`config.mk`:
```
export PLATFORM = sky130hd
export DESIGN_NAME = lht_fifo
export DESIGN_NICKNAME = d
export VERILOG_FILES = /design/src/sv/lht_fifo.sv
export SDC_FILE = /design/constraint.sdc
export NUM_CORES = 1
export LEC_CHECK = 0
export ABC_AREA = 1
export BUFFER_PORTS_ARGS = -buffer_cell sky130_fd_sc_hd__buf_2
export CAP_MARGIN = 20
export CORE_MARGIN = 2
export CORE_UTILIZATION = 35
export DETAILED_ROUTE_END_ITERATION = 16
export PLACE_DENSITY = 0.69
export SKIP_LAST_GASP = 1
export SLEW_MARGIN = 10
export SYNTH_ARGS = -nofsm -noshare
export SYNTH_HDL_FRONTEND = slang
export SYNTH_SLANG_ARGS = --single-unit
```
`constraint.sdc`:
```
create_clock -name clk -period 2 [get_ports clk]
set_clock_uncertainty 0.15 [all_clocks]
set_input_delay 0.1 -clock clk [delete_from_list [all_inputs] [get_ports clk]]
set_output_delay 0.1 -clock clk [all_outputs]
set_load 0.02 [all_outputs]
```
`src/sv/lht_fifo.sv`:
```
// Small register-based first-in first-out queue.
// Stands alone; parts the request and result sides from the engine.
`default_nettype none

module lht_fifo #(
  parameter int WIDTH = 8,
  parameter int DEPTH = 2
) (
  input  wire logic             clk,
  input  wire logic             rst_n,
  input  wire logic             wr_en,
  input  wire logic [WIDTH-1:0] wr_data,
  output logic                  full,
  input  wire logic             rd_en,
  output logic      [WIDTH-1:0] rd_data,
  output logic                  empty
);

  localparam int PTR_W = (DEPTH > 1) ? $clog2(DEPTH) : 1;
  localparam int CNT_W = $clog2(DEPTH + 1);

  logic [WIDTH-1:0] mem_r [DEPTH];
  logic [PTR_W-1:0] wr_ptr_r, wr_ptr_nxt, rd_ptr_r, rd_ptr_nxt;
  logic [CNT_W-1:0] count_r, count_nxt;
  logic             do_wr, do_rd;

  assign full    = (count_r == CNT_W'(DEPTH));
  assign empty   = (count_r == '0);
  assign do_wr   = wr_en && !full;
  assign do_rd   = rd_en && !empty;
  assign rd_data = mem_r[rd_ptr_r];

  always_comb begin
    wr_ptr_nxt = wr_ptr_r;
    rd_ptr_nxt = rd_ptr_r;
    count_nxt  = count_r;
    if (do_wr) begin
      wr_ptr_nxt = (wr_ptr_r == PTR_W'(DEPTH - 1)) ? '0 : wr_ptr_r + PTR_W'(1);
    end
    if (do_rd) begin
      rd_ptr_nxt = (rd_ptr_r == PTR_W'(DEPTH - 1)) ? '0 : rd_ptr_r + PTR_W'(1);
    end
    if (do_wr && !do_rd) begin
      count_nxt = count_r + CNT_W'(1);
    end else if (do_rd && !do_wr) begin
      count_nxt = count_r - CNT_W'(1);
    end
  end

  always_ff @(posedge clk) begin
    if (!rst_n) begin
      wr_ptr_r <= '0;
      rd_ptr_r <= '0;
      count_r  <= '0;
    end else begin
      wr_ptr_r <= wr_ptr_nxt;
      rd_ptr_r <= rd_ptr_nxt;
      count_r  <= count_nxt;
    end
  end

  always_ff @(posedge clk) begin
    if (do_wr) begin
      mem_r[wr_ptr_r] <= wr_data;
    end
  end

endmodule

`default_nettype wire

```
Word-level counts from Yosys, hierarchy flattened
Memories as Yosys holds them, arrays and structs flattened. A register that Yosys moved wholly into a read port is not among the register bits.
Index checks and enable logic that the tools add are counted.
- reduce and logical (&&, ||, !) cells: 10
- mux-type cells: 8
- $add $sub $neg: 4
- eq/ne operators: 1
- operator list (operator ; count):
    1-bit two-way mux ; 6
    1-bit logical AND ; 4
    1-bit logical NOT ; 4
    2-bit two-way mux ; 2
    1-bit adder (second input constant) ; 2
    2-bit by 1-bit adder with 2-bit output (second input constant) ; 1
    2-bit equality test (second input constant) ; 1
    2-bit logical NOT ; 1
    2-bit nonzero test ; 1
    2-bit by 1-bit subtractor with 2-bit output (second input constant) ; 1
- RAM bits: 16
- input port bits: 12
- register bits: 4
- memories kept: 1
- memory list (memory ; words ; bits a word ; rd ports ; clocked after memory_dff ; wr ports ; line ; source):
    mem_r ; 2 ; 8 ; 1 ; 1 ; 1 ; 22 ; logic [WIDTH-1:0] mem_r [DEPTH];

Depth between registers and ports, before layout
- word-level depth: 7
- depth in mapped cells: 10
- depth with buffers taken out: 10

Worst setup path after synthesis
Ideal clock, no wire load.
- kind: register to register
- start point: reg count_r[0]
- end point: reg count_r[1]
- clock period less this slack: 1.573 ns
- arrival time: 1.360 ns
- slack: 0.427 ns
- required time: 1.786 ns
- cell stages (with the launch flop): 10
- cells stage by stage: dfxtp_1 -> nor2_1 -> nor2_2 -> inv_1 -> ha_1 -> inv_1 -> nand3_1 -> nand2_1 -> inv_1 -> nor2_1
- cells in the longest elaborated chain, start to end: 6
- RTL lines (element ; line ; source):
    start, declared ; 24 ; logic [CNT_W-1:0] count_r, count_nxt;
    start signal, assigned ; 58 ; count_r <= count_nxt;
    2-bit logical NOT (*) ; 28 ; assign empty = (count_r == '0);
    named net empty ; 16 ; output logic empty
    1-bit logical NOT (*) ; 30 ; assign do_rd = rd_en && !empty;
    1-bit logical AND (*) ; 30 ;
    1-bit logical NOT ; 43 ; if (do_wr && !do_rd) begin
    1-bit logical AND ; 43 ;
    2-bit two-way mux / 2-bit nonzero test (equally long branches) ; n/a ;
Mark *: on every way through the listed nets, which the timed path passes. The rest lies on a longest branch. The select of a mux whose other input is x is not followed.
A chain may end at the register's enable or synchronous reset.

==> results.yml <==
yosys:
  ys_types: 15
  avgSynthCellArea_um2: 13.1
  ys_seq_area_share_pct: 70.5
  synth_top_area_share_pct: 58.4
  syn_area_um2: 823
  yosysWarnings: 0
  syn-num-nets: 76
  ys_top_cells_by_area: "edfxtp_1 58%, dfxtp_1 12%, mux2_2 11%"
  yosysTopAreaCell: "edfxtp_1"
  synth_cells: 63
  synth_seq_cells: 21
critical_path:
  crit_family: "flip-flops"
  crit_fanout: 8
  crit_slowest_cell: "dfxtp_1"
  ff2ff_setup_slack_ps: 430
  path_class: "flip-flop to output pin"
  endpoint_kind: "output pin"
  required_ps: 1750
  crit_path_start_kind: "flip-flop"
  worst-endpoint-arrival_ps: 1380
  crit_chain: "mux2_2 > buf_2"
  crit_buf_inv: 1
  cp_slowest_stage_delay_ps: 560
power:
  clkPwrFrac_pct: 15.7
  combPwrFrac_pct: 35.0
  ir_drop_mv: 0.545
  p_sw_share_pct: 34.0
  pwr-share-seq_pct: 49.3
  power.switching_uw: 419
  power_density_nw_per_um2: 1130
  intPower_uw: 811
  power_leakage_uw: 0.000456
final_layout:
  fin_area_um2: 1090
  layout_commonest_cell: "buf_2"
  final_cell_mix: "21 x buf_2, 16 x edfxtp_1, 10 x nor2_1"
  drive_gt1_share_pct: 37.8
  area_growth_pct: 32.4
  finalNonFillerCells: 126
  nNetsFinal: 112
  diodes: 0
  post-route-util_pct: 49.3
sta:
  worstMarginPinSlew_ps: 370
  period_share_pct: 81.7
  finalSetupViolCount: 0
  final.setup.tns_ps: 0
  hold_viol: 0
  rsz0062_at_grt: "false"
  holdWs_ps: 16.6
  post-route-min-period_ps: 1630
  max_freq_ghz: 0.612
  slew_viol_final: 0
  slew_headroom_pct: 75.3
clock_network:
  cts.path.max_buffers: 2
  clock-root-buffer: "clkbuf_4"
  cts_tree: "done"
  clk_pin_slew_ps: 110
  clkSinkCount: 21
  htreeDepth: 1
  clock_latency_ps: 290
  cts_made_buffers: 3
  post-cts-setup-buffer-count: 0
global_routing:
  grt_pass1_vias: 551
  grt_max_degree: 12
  grt_pass1_wl_um: 2240
  globalRoute.totalOverflow: 0
  grt_usage_pct: 11.4
  antenna_found_initial: 0
drt:
  viasPerCell: 4.37
  vias: 550
  drt-total-wl_um: 1330
  drtPass1Iterations: 3
  drt_iter0_markers: 4
  ant_nets: 0
  avgRoutedWirePerCell_um: 10.5
  drc_errors: 0
placed_design:
  placement.io_buffers: 21
  place_hpwl_um: 953
  place_inst: 113
  place_area_um2: 973
  place_congestion: 0.607
worst_hold_path:
  hold_class: "input pin to flip-flop"
floorplan:
  start_util_pct: 37.2
  die_area_um2: 2760
  die_w_um: 52.5
  rows: 17
  coreArea_um2: 2210
  die_h_um: 52.5
  ios: 22
flow_run:
  cap_violations: 0
outcome:
  status: "finished, final reports clean"
## stage by stage
step	setup WS [ps]	total power, µW
after global placement	506	1030
final	365	1230
after floorplan	427	911
after detailed placement	454	1040
after CTS	324	1250
after global routing	277	1310
## area by class of cell
class	count	area, µm²
multi-input combinational	32	204
clock buffer	4	26.3
fill	221	1120
inverter	9	33.8
tap	28	35.0
timing repair buffer	32	210
sequential	21	581
## tightest hold or removal path: cells and delay by family
family / cells / cell delay (ps)
AOI/OAI and AO/OA: 2 / 150
buffers and inverters: 1 / 100
and+or+nand+nor: 1 / 70
## what timing repair did
action | CTS | global route
hold buffers | 9 | 0
endpoints found under the hold margin | 21 | 0
resized for setup | 0 | 0
## layer usage
metal / track usage (%) / up-vias / routed length [µm]
li1: - / 281 / -
met1: 11.8 / 255 / 532
met2: 21.0 / 14 / 714
met3: 2.86 / 0 / 80
met4: 5.13 / 0 / 0
met5: 0 / - / 0
## power by group through the flow
stage          logic, µW  clock network [µW]  registers, µW
2_1_floorplan        317                   0            594
3_3_place_gp         410                   0            616
3_5_place_dp         421                   0            620
4_1_cts              437                 203            609
5_1_grt              477                 217            619
6_report             430                 193            607
## path summary, 6_finish.rpt
kind	from	to	cells after the start
worst min-delay path	wr_en	wr_ptr_r$_SDFFE_PN0N_	4
worst min register to register	rd_ptr_r$_SDFFE_PN0P_	rd_ptr_r$_SDFFE_PN0P_	2
worst max register to register	count_r[0]$_SDFFE_PN0P_	count_r[1]$_SDFFE_PN0P_	9
worst max-delay path	flip-flop	rd_data[1]	2
## cells in the mapped netlist
cell type / count
nand4_1: 1
nor2_1: 10
mux2_2: 8
inv_1: 8
o21ai_0: 2
buf_2: 1
o21ai_2: 1
edfxtp_1: 16
nand2_1: 6
dfxtp_1: 5
inv_2: 1
ha_1: 1
nand3_1: 1
nor2_2: 1
a21oi_1: 1
## kinds of logic after synthesis
family,synth area share [%]
AO/OA/AOI/OAI,2.89
multiplexers,10.9
buffers and inverters,4.71
adder cells (fa/ha/maj),1.52
flip-flops,70.5
AND/OR/NAND/NOR,9.42
## registers in the layout, indices dropped and copies added, names as in the netlist, named ones only
signal / flops
mem_r: 16
count_r: 2
rd_ptr_r: 1
wr_ptr_r: 1
Note: power is estimated with default switching activity, not from simulation.
