===== src/sv/lht_pkg.sv =====
// Shared constants, types and helper functions for the linear hash table.
// Used by lht_front, lht_engine and linear_hash_table; depends on nothing.
`default_nettype none

package lht_pkg;

  localparam int BASE_BUCKETS    = 16;
  localparam int SLOTS_PER_TABLE = 16;
  localparam int MAX_BUCKETS     = 1024;
  localparam int OVERFLOW_TABLES = 512;

  localparam int TABLE_COUNT = MAX_BUCKETS + OVERFLOW_TABLES;
  localparam int SLOT_COUNT  = TABLE_COUNT * SLOTS_PER_TABLE;
  // Longest possible chain: one bucket table plus every overflow table.
  localparam int WORK_DEPTH  = (OVERFLOW_TABLES + 1) * SLOTS_PER_TABLE;

  localparam int OP_W   = 2;
  localparam int KEY_W  = 64;
  localparam int VAL_W  = 32;
  localparam int CNT_W  = 15;
  localparam int THR_W  = 4;
  localparam int BKT_W  = $clog2(MAX_BUCKETS);
  localparam int TBL_W  = $clog2(TABLE_COUNT);
  localparam int SLOT_W = $clog2(SLOTS_PER_TABLE);
  localparam int FILL_W = $clog2(SLOTS_PER_TABLE + 1);
  localparam int CODE_W = $clog2(OVERFLOW_TABLES + 1);
  localparam int KV_AW  = $clog2(SLOT_COUNT);
  localparam int WK_AW  = $clog2(WORK_DEPTH);
  localparam int WK_W   = $clog2(WORK_DEPTH + 1);
  localparam int LVL_W  = $clog2($clog2(MAX_BUCKETS / BASE_BUCKETS) + 1);
  localparam int BIU_W  = $clog2(MAX_BUCKETS + 1);
  localparam int LOAD_W = CNT_W + THR_W;

  localparam int LOAD_SCALE = 10;
  localparam logic [THR_W-1:0] THR_RESET = THR_W'(9);
  localparam int REQ_DEPTH = 2;
  localparam int RES_DEPTH = 2;

  typedef enum logic [OP_W-1:0] {
    OP_INSERT,
    OP_GET,
    OP_REMOVE,
    OP_UPDATE
  } op_t;

  typedef struct packed {
    op_t              op;
    logic [KEY_W-1:0] key;
    logic [VAL_W-1:0] value;
    logic [BKT_W-1:0] hash;
  } req_t;

  typedef struct packed {
    logic             ok;
    logic [VAL_W-1:0] read_value;
    logic [CNT_W-1:0] entry_count;
  } res_t;

  typedef struct packed {
    logic [FILL_W-1:0] fill;
    logic [CODE_W-1:0] link;
  } tab_t;

  typedef struct packed {
    logic [KEY_W-1:0] key;
    logic [VAL_W-1:0] value;
  } kv_t;

  typedef enum logic [4:0] {
    ST_CLEAR,
    ST_IDLE,
    ST_W_TRD,
    ST_W_TCHK,
    ST_W_SRD,
    ST_W_SCHK,
    ST_W_END,
    ST_R_MV,
    ST_R_PREV,
    ST_AP_START,
    ST_AP_FREAD,
    ST_AP_LINK,
    ST_SP_TEST,
    ST_X_TRD,
    ST_X_TCHK,
    ST_X_SRD,
    ST_X_SCHK,
    ST_X_END,
    ST_X_CHECK,
    ST_F_RD,
    ST_F_WR,
    ST_Z_B,
    ST_Z_NB,
    ST_C_RD,
    ST_C_GO,
    ST_SP_END,
    ST_DONE
  } eng_state_t;

  // Low bits of key*3; only these bits ever reach a bucket index.
  function automatic logic [BKT_W-1:0] hash_low(input logic [KEY_W-1:0] key);
    return key[BKT_W-1:0] + {key[BKT_W-2:0], 1'b0};
  endfunction

  // Overflow table codes are the overflow table's index (table number minus MAX_BUCKETS) plus one, zero meaning none.
  function automatic logic [TBL_W-1:0] table_of(input logic [CODE_W-1:0] code);
    return TBL_W'(MAX_BUCKETS) + TBL_W'(code) - TBL_W'(1);
  endfunction

  function automatic logic [CODE_W-1:0] code_of(input logic [TBL_W-1:0] tbl);
    logic [TBL_W-1:0] diff;
    diff = tbl - TBL_W'(MAX_BUCKETS) + TBL_W'(1);
    return diff[CODE_W-1:0];
  endfunction

  function automatic logic [WK_W-1:0] tables_needed(input logic [WK_W-1:0] entries);
    return (entries == '0) ? '0 : ((entries - WK_W'(1)) >> SLOT_W);
  endfunction

endpackage

`default_nettype wire


===== src/sv/lht_fifo.sv =====
// Small register-based first-in first-out queue.
// Stands alone; parts the request and result sides from the engine.
`default_nettype none

module lht_fifo #(
  parameter int WIDTH = 8,
  parameter int DEPTH = 2
) (
  input  wire logic             clk,
  input  wire logic             rst_n,
  input  wire logic             wr_en,
  input  wire logic [WIDTH-1:0] wr_data,
  output logic                  full,
  input  wire logic             rd_en,
  output logic      [WIDTH-1:0] rd_data,
  output logic                  empty
);

  localparam int PTR_W = (DEPTH > 1) ? $clog2(DEPTH) : 1;
  localparam int CNT_W = $clog2(DEPTH + 1);

  logic [WIDTH-1:0] mem_r [DEPTH];
  logic [PTR_W-1:0] wr_ptr_r, wr_ptr_nxt, rd_ptr_r, rd_ptr_nxt;
  logic [CNT_W-1:0] count_r, count_nxt;
  logic             do_wr, do_rd;

  assign full    = (count_r == CNT_W'(DEPTH));
  assign empty   = (count_r == '0);
  assign do_wr   = wr_en && !full;
  assign do_rd   = rd_en && !empty;
  assign rd_data = mem_r[rd_ptr_r];

  always_comb begin
    wr_ptr_nxt = wr_ptr_r;
    rd_ptr_nxt = rd_ptr_r;
    count_nxt  = count_r;
    if (do_wr) begin
      wr_ptr_nxt = (wr_ptr_r == PTR_W'(DEPTH - 1)) ? '0 : wr_ptr_r + PTR_W'(1);
    end
    if (do_rd) begin
      rd_ptr_nxt = (rd_ptr_r == PTR_W'(DEPTH - 1)) ? '0 : rd_ptr_r + PTR_W'(1);
    end
    if (do_wr && !do_rd) begin
      count_nxt = count_r + CNT_W'(1);
    end else if (do_rd && !do_wr) begin
      count_nxt = count_r - CNT_W'(1);
    end
  end

  always_ff @(posedge clk) begin
    if (!rst_n) begin
      wr_ptr_r <= '0;
      rd_ptr_r <= '0;
      count_r  <= '0;
    end else begin
      wr_ptr_r <= wr_ptr_nxt;
      rd_ptr_r <= rd_ptr_nxt;
      count_r  <= count_nxt;
    end
  end

  always_ff @(posedge clk) begin
    if (do_wr) begin
      mem_r[wr_ptr_r] <= wr_data;
    end
  end

endmodule

`default_nettype wire


===== src/sv/lht_front.sv =====
// Front end: takes requests, decodes the operation, hashes the key and queues them.
// Depends on lht_pkg and lht_fifo.
`default_nettype none

module lht_front
  import lht_pkg::*;
(
  input  wire logic             clk,
  input  wire logic             rst_n,
  input  wire logic             push,
  output logic                  full,
  input  wire logic [OP_W-1:0]  in_operation,
  input  wire logic [KEY_W-1:0] in_key,
  input  wire logic [VAL_W-1:0] in_value,
  input  wire logic             clearing,
  output logic                  req_valid,
  input  wire logic             req_pop,
  output req_t                  req
);

  req_t                 req_in;
  logic [$bits(req_t)-1:0] q_rd;
  logic                 q_full, q_empty;

  always_comb begin
    req_in.op    = op_t'(in_operation);
    req_in.key   = in_key;
    req_in.value = in_value;
    req_in.hash  = hash_low(in_key);
  end

  // No request enters while the table memory is still being cleared.
  assign full = q_full || clearing;

  lht_fifo #(
    .WIDTH($bits(req_t)),
    .DEPTH(REQ_DEPTH)
  ) u_req_q (
    .clk    (clk),
    .rst_n  (rst_n),
    .wr_en  (push && !full),
    .wr_data(req_in),
    .full   (q_full),
    .rd_en  (req_pop),
    .rd_data(q_rd),
    .empty  (q_empty)
  );

  assign req_valid = !q_empty;
  assign req       = req_t'(q_rd);

endmodule

`default_nettype wire


===== config.mk =====
export PLATFORM = sky130hd
export DESIGN_NAME = lht_front
export DESIGN_NICKNAME = d
export VERILOG_FILES = /design/src/sv/lht_pkg.sv /design/src/sv/lht_fifo.sv /design/src/sv/lht_front.sv
export SDC_FILE = /design/constraint.sdc
export NUM_CORES = 1
export LEC_CHECK = 0
export BUFFER_PORTS_ARGS = -buffer_cell sky130_fd_sc_hd__buf_2
export CAP_MARGIN = 20
export CORE_MARGIN = 2
export CORE_UTILIZATION = 45
export CTS_CLUSTER_DIAMETER = 120
export DETAILED_ROUTE_END_ITERATION = 7
export HOLD_SLACK_MARGIN = 0.03
export MAX_ROUTING_LAYER = met4
export PLACE_DENSITY = 0.7
export SETUP_SLACK_MARGIN = 0.2
export SYNTH_ARGS = -nofsm -noshare
export SYNTH_HDL_FRONTEND = slang
export SYNTH_SLANG_ARGS = --single-unit

===== constraint.sdc =====
create_clock -name clk -period 4.75 [get_ports clk]
set_input_delay 0 -clock clk [delete_from_list [all_inputs] [get_ports clk]]
set_output_delay 0 -clock clk [all_outputs]
set_load 0.02 [all_outputs]

Yosys cells after proc, flatten, opt, wreduce, memory -nomap -nowiden
Memories as Yosys holds them, arrays and structs flattened. A register that Yosys moved wholly into a read port is not among the register bits.
Cells that the tools add are included.
Storage, ports and cells
  bits of input ports: 103
  memories: 1
  bits in registers: 4
  output and inout port bits: 110
  memory bits (writable): 216
Memories
  u_req_q.mem_r: words 2, width 108, read ports 1, clocked after Yosys merged registers in 1, wr ports 1, RTL line lht_fifo.sv:22  | logic [WIDTH-1:0] mem_r [DEPTH];
Cells by class
  $add $sub $neg: 5
  reductions and logical operators: 13
  equal/unequal tests: 1
  muxes and demuxes: 8
Operator list (count)
  $add 10x10->10: 1
  $mux 1: 6
  $logic_and 1x1->1: 5
  $logic_not 1->1: 5
  $mux 2: 2
  $add 1x1->1 const B: 2
  $add 2x1->2 const B: 1
  $eq 2x2->1 const B: 1
  $logic_not 2->1: 1
  $reduce_bool 2->1: 1
  $sub 2x1->2 const B: 1
  $logic_or 1x1->1: 1

Depth between registers and ports, before layout
  word-level depth: 9
  gate-level depth with buffers: 6

By module
From an unflattened synthesis, not the netlist that was laid out.
Second synthesis, totals
  cells, all modules: 406
  area total of the unflattened synthesis: 8459.4 um^2
By module, submodules not included
  lht_fifo: times used 1, cells each 361, sequential area each 6586.3 um^2, area each 8096.5 um^2
  lht_front: times used 1, cells each 45, sequential area each 0.0 um^2, area each 362.8 um^2

Least setup slack after synthesis
No wires, ideal clock.
  path type: reg-to-reg
  start: register u_req_q.count_r[0]
  end: memory u_req_q.mem_r[1][100] in the netlist's numbering, enable pin
  buffers on the path: 0
  data required time: 4.272 ns
  slack: 1.044 ns
  cell stages (with the launch flop): 4
  arrival: 3.228 ns
  cell sequence: dfxtp_1 > inv_2 > a211oi_4 > and2_1
Between the ends
  word-level cells in the longest chain between the ends: 7
  elaborated cells between the ends (all ways): 8
  those cells by class: eq/ne (1); mux (2); reduce/logical (5)
Ends and longest elaborated chain
  start: declaration: RTL line lht_fifo.sv:24  | logic [CNT_W-1:0] count_r, count_nxt;
  start signal: assignment: RTL line lht_fifo.sv:58  | count_r <= count_nxt;
  $eq 2x2->1 (*): RTL line lht_fifo.sv:27  | assign full = (count_r == CNT_W'(DEPTH));
  $logic_or 1x1->1: RTL line lht_front.sv:33  | assign full = q_full || clearing;
  $logic_not 1->1: RTL line lht_front.sv:41  | .wr_en (push && !full),
  $logic_and 1x1->1: RTL line lht_front.sv:41
  $logic_and 1x1->1 (*): RTL line lht_fifo.sv:29  | assign do_wr = wr_en && !full;
  net u_req_q.do_wr: RTL line lht_fifo.sv:25  | logic do_wr, do_rd;
  $mux 1 (*): RTL line lht_fifo.sv:63  | if (do_wr) begin
  $mux 1 (implied by the code) (*): RTL line lht_fifo.sv:64  | mem_r[wr_ptr_r] <= wr_data;
  end: declaration: RTL line lht_fifo.sv:22
Mark *: on every way through the listed nets, which the timed path passes. The rest lies on a longest branch.

==> impl_summary.md <==
Setup path
The worst setup path is captured at an output port. Traced cell by cell, the critical path runs through buf_4 -> mux2_2 -> buf_2. The largest individual stage delay along the critical path comes from the cell sky130_fd_sc_hd__dfxtp_4. Data on the critical path is required at its endpoint by 4750 ps. The worst setup path is launched from a flop.

On the worst path, the slowest cell contributes a delay of 990 ps. The worst endpoint data arrival time is 2650 ps. The maximum fanout count along the critical path is 74. The path type of the worst setup path is reg2out.

Global routing
The via count of the first global-routing pass is 5107. The pin count of the biggest net entering global routing is 75. The number of antenna violations at the first check in global routing was 0. The routing usage on met2 is 30.9%. The first global-routing pass estimated 26200 um of wire.

The global routing stage identified its most utilized layer as met2. The total overflow left after global routing is 0. The aggregate global-route resource usage is 17.4%. In the global route stage, met1 resource usage came out at 20.0%.

For this run, global-route usage on met3 was measured as 3.85%.

Timing
After layout, the worst path uses 55.7% of the clock period. Static timing analysis puts the maximum clock frequency at 378 MHz. The final critical path time including I/O delays and setup is 2650 ps. After routing, the total negative slack on setup checks comes to 0 ps. For the final database, setup skew stands at 12.7 ps. The final-report hold violation count is 0. The number of slew-limit violations in the final report came to 0. For the pin with the worst max-slew slack, the measured transition is 1020 ps. Setup violations remaining at the end of the flow were counted as 0. Across all hold checks on the routed design, the worst slack comes to 221 ps. Setup repair after global routing left no endpoint under its margin. Measured against its own limit, the worst slew margin works out to 32.1%.

Yosys
The synthesized netlist devotes 1.61% of its cell area to compound gates. The most used standard cell by instance count after synthesis is sky130_fd_sc_hd__edfxtp_1. Of the synthesized area, sequential elements account for 78.6%. The number of standard cells after synthesis is 401. The count of yosys warnings during synthesis is 0. After synthesis the cells add up to 0.00830 mm^2. The post-synthesis cell type count is 32.

In this run the biggest area consumer among cell types represents 77.4% of the synthesized area. sky130_fd_sc_hd__edfxtp_1 takes more of the synthesized area than any other cell. In the post-synthesis netlist, the biggest area contributors are sky130_fd_sc_hd__edfxtp_1, sky130_fd_sc_hd__mux2_2, sky130_fd_sc_hd__ha_1.

After Yosys synthesis, and, or, nand and nor cells account for 1.22% of the synthesized area. The flip-flop and latch count after synthesis is 219. The combinational family with the most area after synthesis is multiplexers. The number of flops mapped to enable cells by yosys is 214. The xor/xnor cell area share of the yosys netlist is 1.06%.

Of the total synthesized cell area, the portion taken by full adders, half adders and majority gates is 1.60%. In the synthesized netlist the dominant register cell turns out to be sky130_fd_sc_hd__edfxtp_1. The portion of netlist area occupied by mux cells is 14.6%. The synthesized netlist net count is 514.

The mean instance size in the synthesized netlist is 20.7 um^2. The commonest cells after synthesis are sky130_fd_sc_hd__edfxtp_1, sky130_fd_sc_hd__mux2_2, sky130_fd_sc_hd__ha_1, sky130_fd_sc_hd__buf_2, sky130_fd_sc_hd__xnor2_1. The post-synthesis async set-or-reset flop share is 0%.

Routing
After detailed routing, the number of remaining DRC violations is 0. After detailed routing, the number of vias per cell comes to 4.91. In this run, the number of DRC markers left after iteration 0 of detailed routing was 222. The post-route antenna net violation count is 0. In the final routed layout, each cell accounts on average for 17.6 um.

Wires add up to 17200 um. The count of TritonRoute iterations in the first routing pass is 4. The routed layout has 4802 vias.

Layout
Leaving out filler cells and counting taps, the final layout contains 978. The net count of the finished layout is 845. From synthesis to final layout, the design area changed by 36.1%.

The number of filler cells placed in the layout is 1328. Summing all flip-flop and latch instances after layout gives 0.00653 mm^2. Cells with a size suffix above 1 make up 47.6% of the layout.

The combined area of the multi-input logic cells is 0.00168 mm^2.

Clock tree
The maximum root-to-sink buffer count is 3. The number of buffers inserted during clock tree synthesis is 23. Clock-pin slew was measured on the worst setup and hold paths at 60 ps. The clock sink count is 219. Clock latency on the worst-skew pair, taken at its later pin, is 500 ps. Once the clock tree was built, the setup fixing pass inserted 0 buffers. The count of H-tree levels built during CTS is 1. TritonCTS built the clock tree. Once the clock tree was built, the resizer swapped 0 gates to a different size. The library cell used as clock root buffer is sky130_fd_sc_hd__clkbuf_16. The number of hold buffers added after CTS was 103.

Placed design
The detailed-placement wirelength estimate is 10500 um. In this run, placement finished with an instance count of 833. Buffers placed on the I/O ports in this run total 212. The congestion estimate from routability-driven global placement came to 0.761.

Die
The die footprint is 0.0195 mm^2. The initial utilization of the core area, before any placement, comes to 46.1%. The site row count is 49. The I/O pin count is 213. Measured along the y axis, the die boundary spans 140 um. The floorplan step defined a core boundary enclosing 0.0180 mm^2. The floorplan step set the die width to 140 um.

Status
The flow ran to the end, and the final reports show no timing, DRC or antenna violations.

Hold path
The worst hold path class is in2reg.

Power and ir drop
The peak supply drop is 387 uV. The power per standard cell area is 476 mW/mm^2. The leakage power summed over all cells is 4.23 nW.

Run
The tool flagged a number of max-cap violations equal to 0.
[path summary, 6_finish.rpt]
| path | start | end | slack (ps) | cells past startpoint |
|---|---|---|---|---|
| worst max register to register | u_req_q.count_r[0]$_SDFFE_PN0P_ | u_req_q.mem_r[1][80]$_DFFE_PP_ | 2430 | 4 |
| worst min register to register | u_req_q.rd_ptr_r$_SDFFE_PN0P_ | flop | 580 | 2 |
| worst min-delay path | in_key[14] | u_req_q.mem_r[1][56]$_DFFE_PP_ | 220 | 2 |
| worst max-delay path | flop | req[15] | 2100 | 3 |
[where the power goes]
group	leakage (nW)	switching [mW]	internal [mW]
combinational	1.90	0.752	0.622
sequential	2.00	0.135	2.30
clock	0.322	0.674	0.886
total	4.23	1.56	3.81
[area by class of cell]
cell class | count | share of cell area (%)
flip-flops and latches | 219 | 57.8
repair buffers | 319 | 18.9
multi-input cells | 165 | 14.8
clock buffers | 29 | 5.29
well taps | 229 | 2.54
clock inverters | 12 | 0.487
inverters | 4 | 0.133
diodes | 1 | 0.0222
[cells by family (layout without fill, tap and decap cells)]
family	after synthesis	in the layout
flip-flops	219	219
AND/OR/NAND/NOR	18	18
AO/OA/AOI/OAI	19	19
multiplexers	108	108
buffers and inverters	17	364
other	0	1
adder cells (fa/ha/maj)	10	10
XOR/XNOR	10	10
[metal layers]
layer	wire length, um	up-vias
met1	6680	2355
met3	1170	28
met4	308	0
met2	9030	175
met5	0	-
li1	-	2244
[state kept, by name, indices dropped and copies added (netlist names), named ones only]
signal	count
u_req_q.count_r	2
u_req_q.wr_ptr_r	1
u_req_q.rd_ptr_r	1
u_req_q.mem_r	214
[cells in the final DEF, fill, tap and decap left out, types with 5 or more instances in the layout]
cell type	count
sky130_fd_sc_hd__nand2_1	5
sky130_fd_sc_hd__clkinv_1	7
sky130_fd_sc_hd__buf_2	212
sky130_fd_sc_hd__xnor2_1	7
sky130_fd_sc_hd__clkbuf_16	23
sky130_fd_sc_hd__ha_1	9
sky130_fd_sc_hd__mux2_2	107
sky130_fd_sc_hd__a21oi_1	6
sky130_fd_sc_hd__dlygate4sd3_1	103
sky130_fd_sc_hd__clkbuf_1	6
sky130_fd_sc_hd__edfxtp_1	214
[critical path: cells and delay by family, from the launching register on]
kind | cells | cell delay [ps]
flip-flops | 1 | 990
multiplexers | 1 | 400
buffers and inverters | 2 | 700
[stage by stage]
stage	util, %	instance area [um^2]	power (mW)	worst slack [ps]
2_1_floorplan	-	8300	3.39	1040
4_1_cts	62.7	11300	5.43	2050
3_5_place_dp	53.3	9610	3.79	2370
6_report	62.7	11300	5.37	2100
5_1_grt	62.7	11300	5.61	1940
3_3_place_gp	53.3	9610	3.75	2480
(Power assumes the default switching activity.)
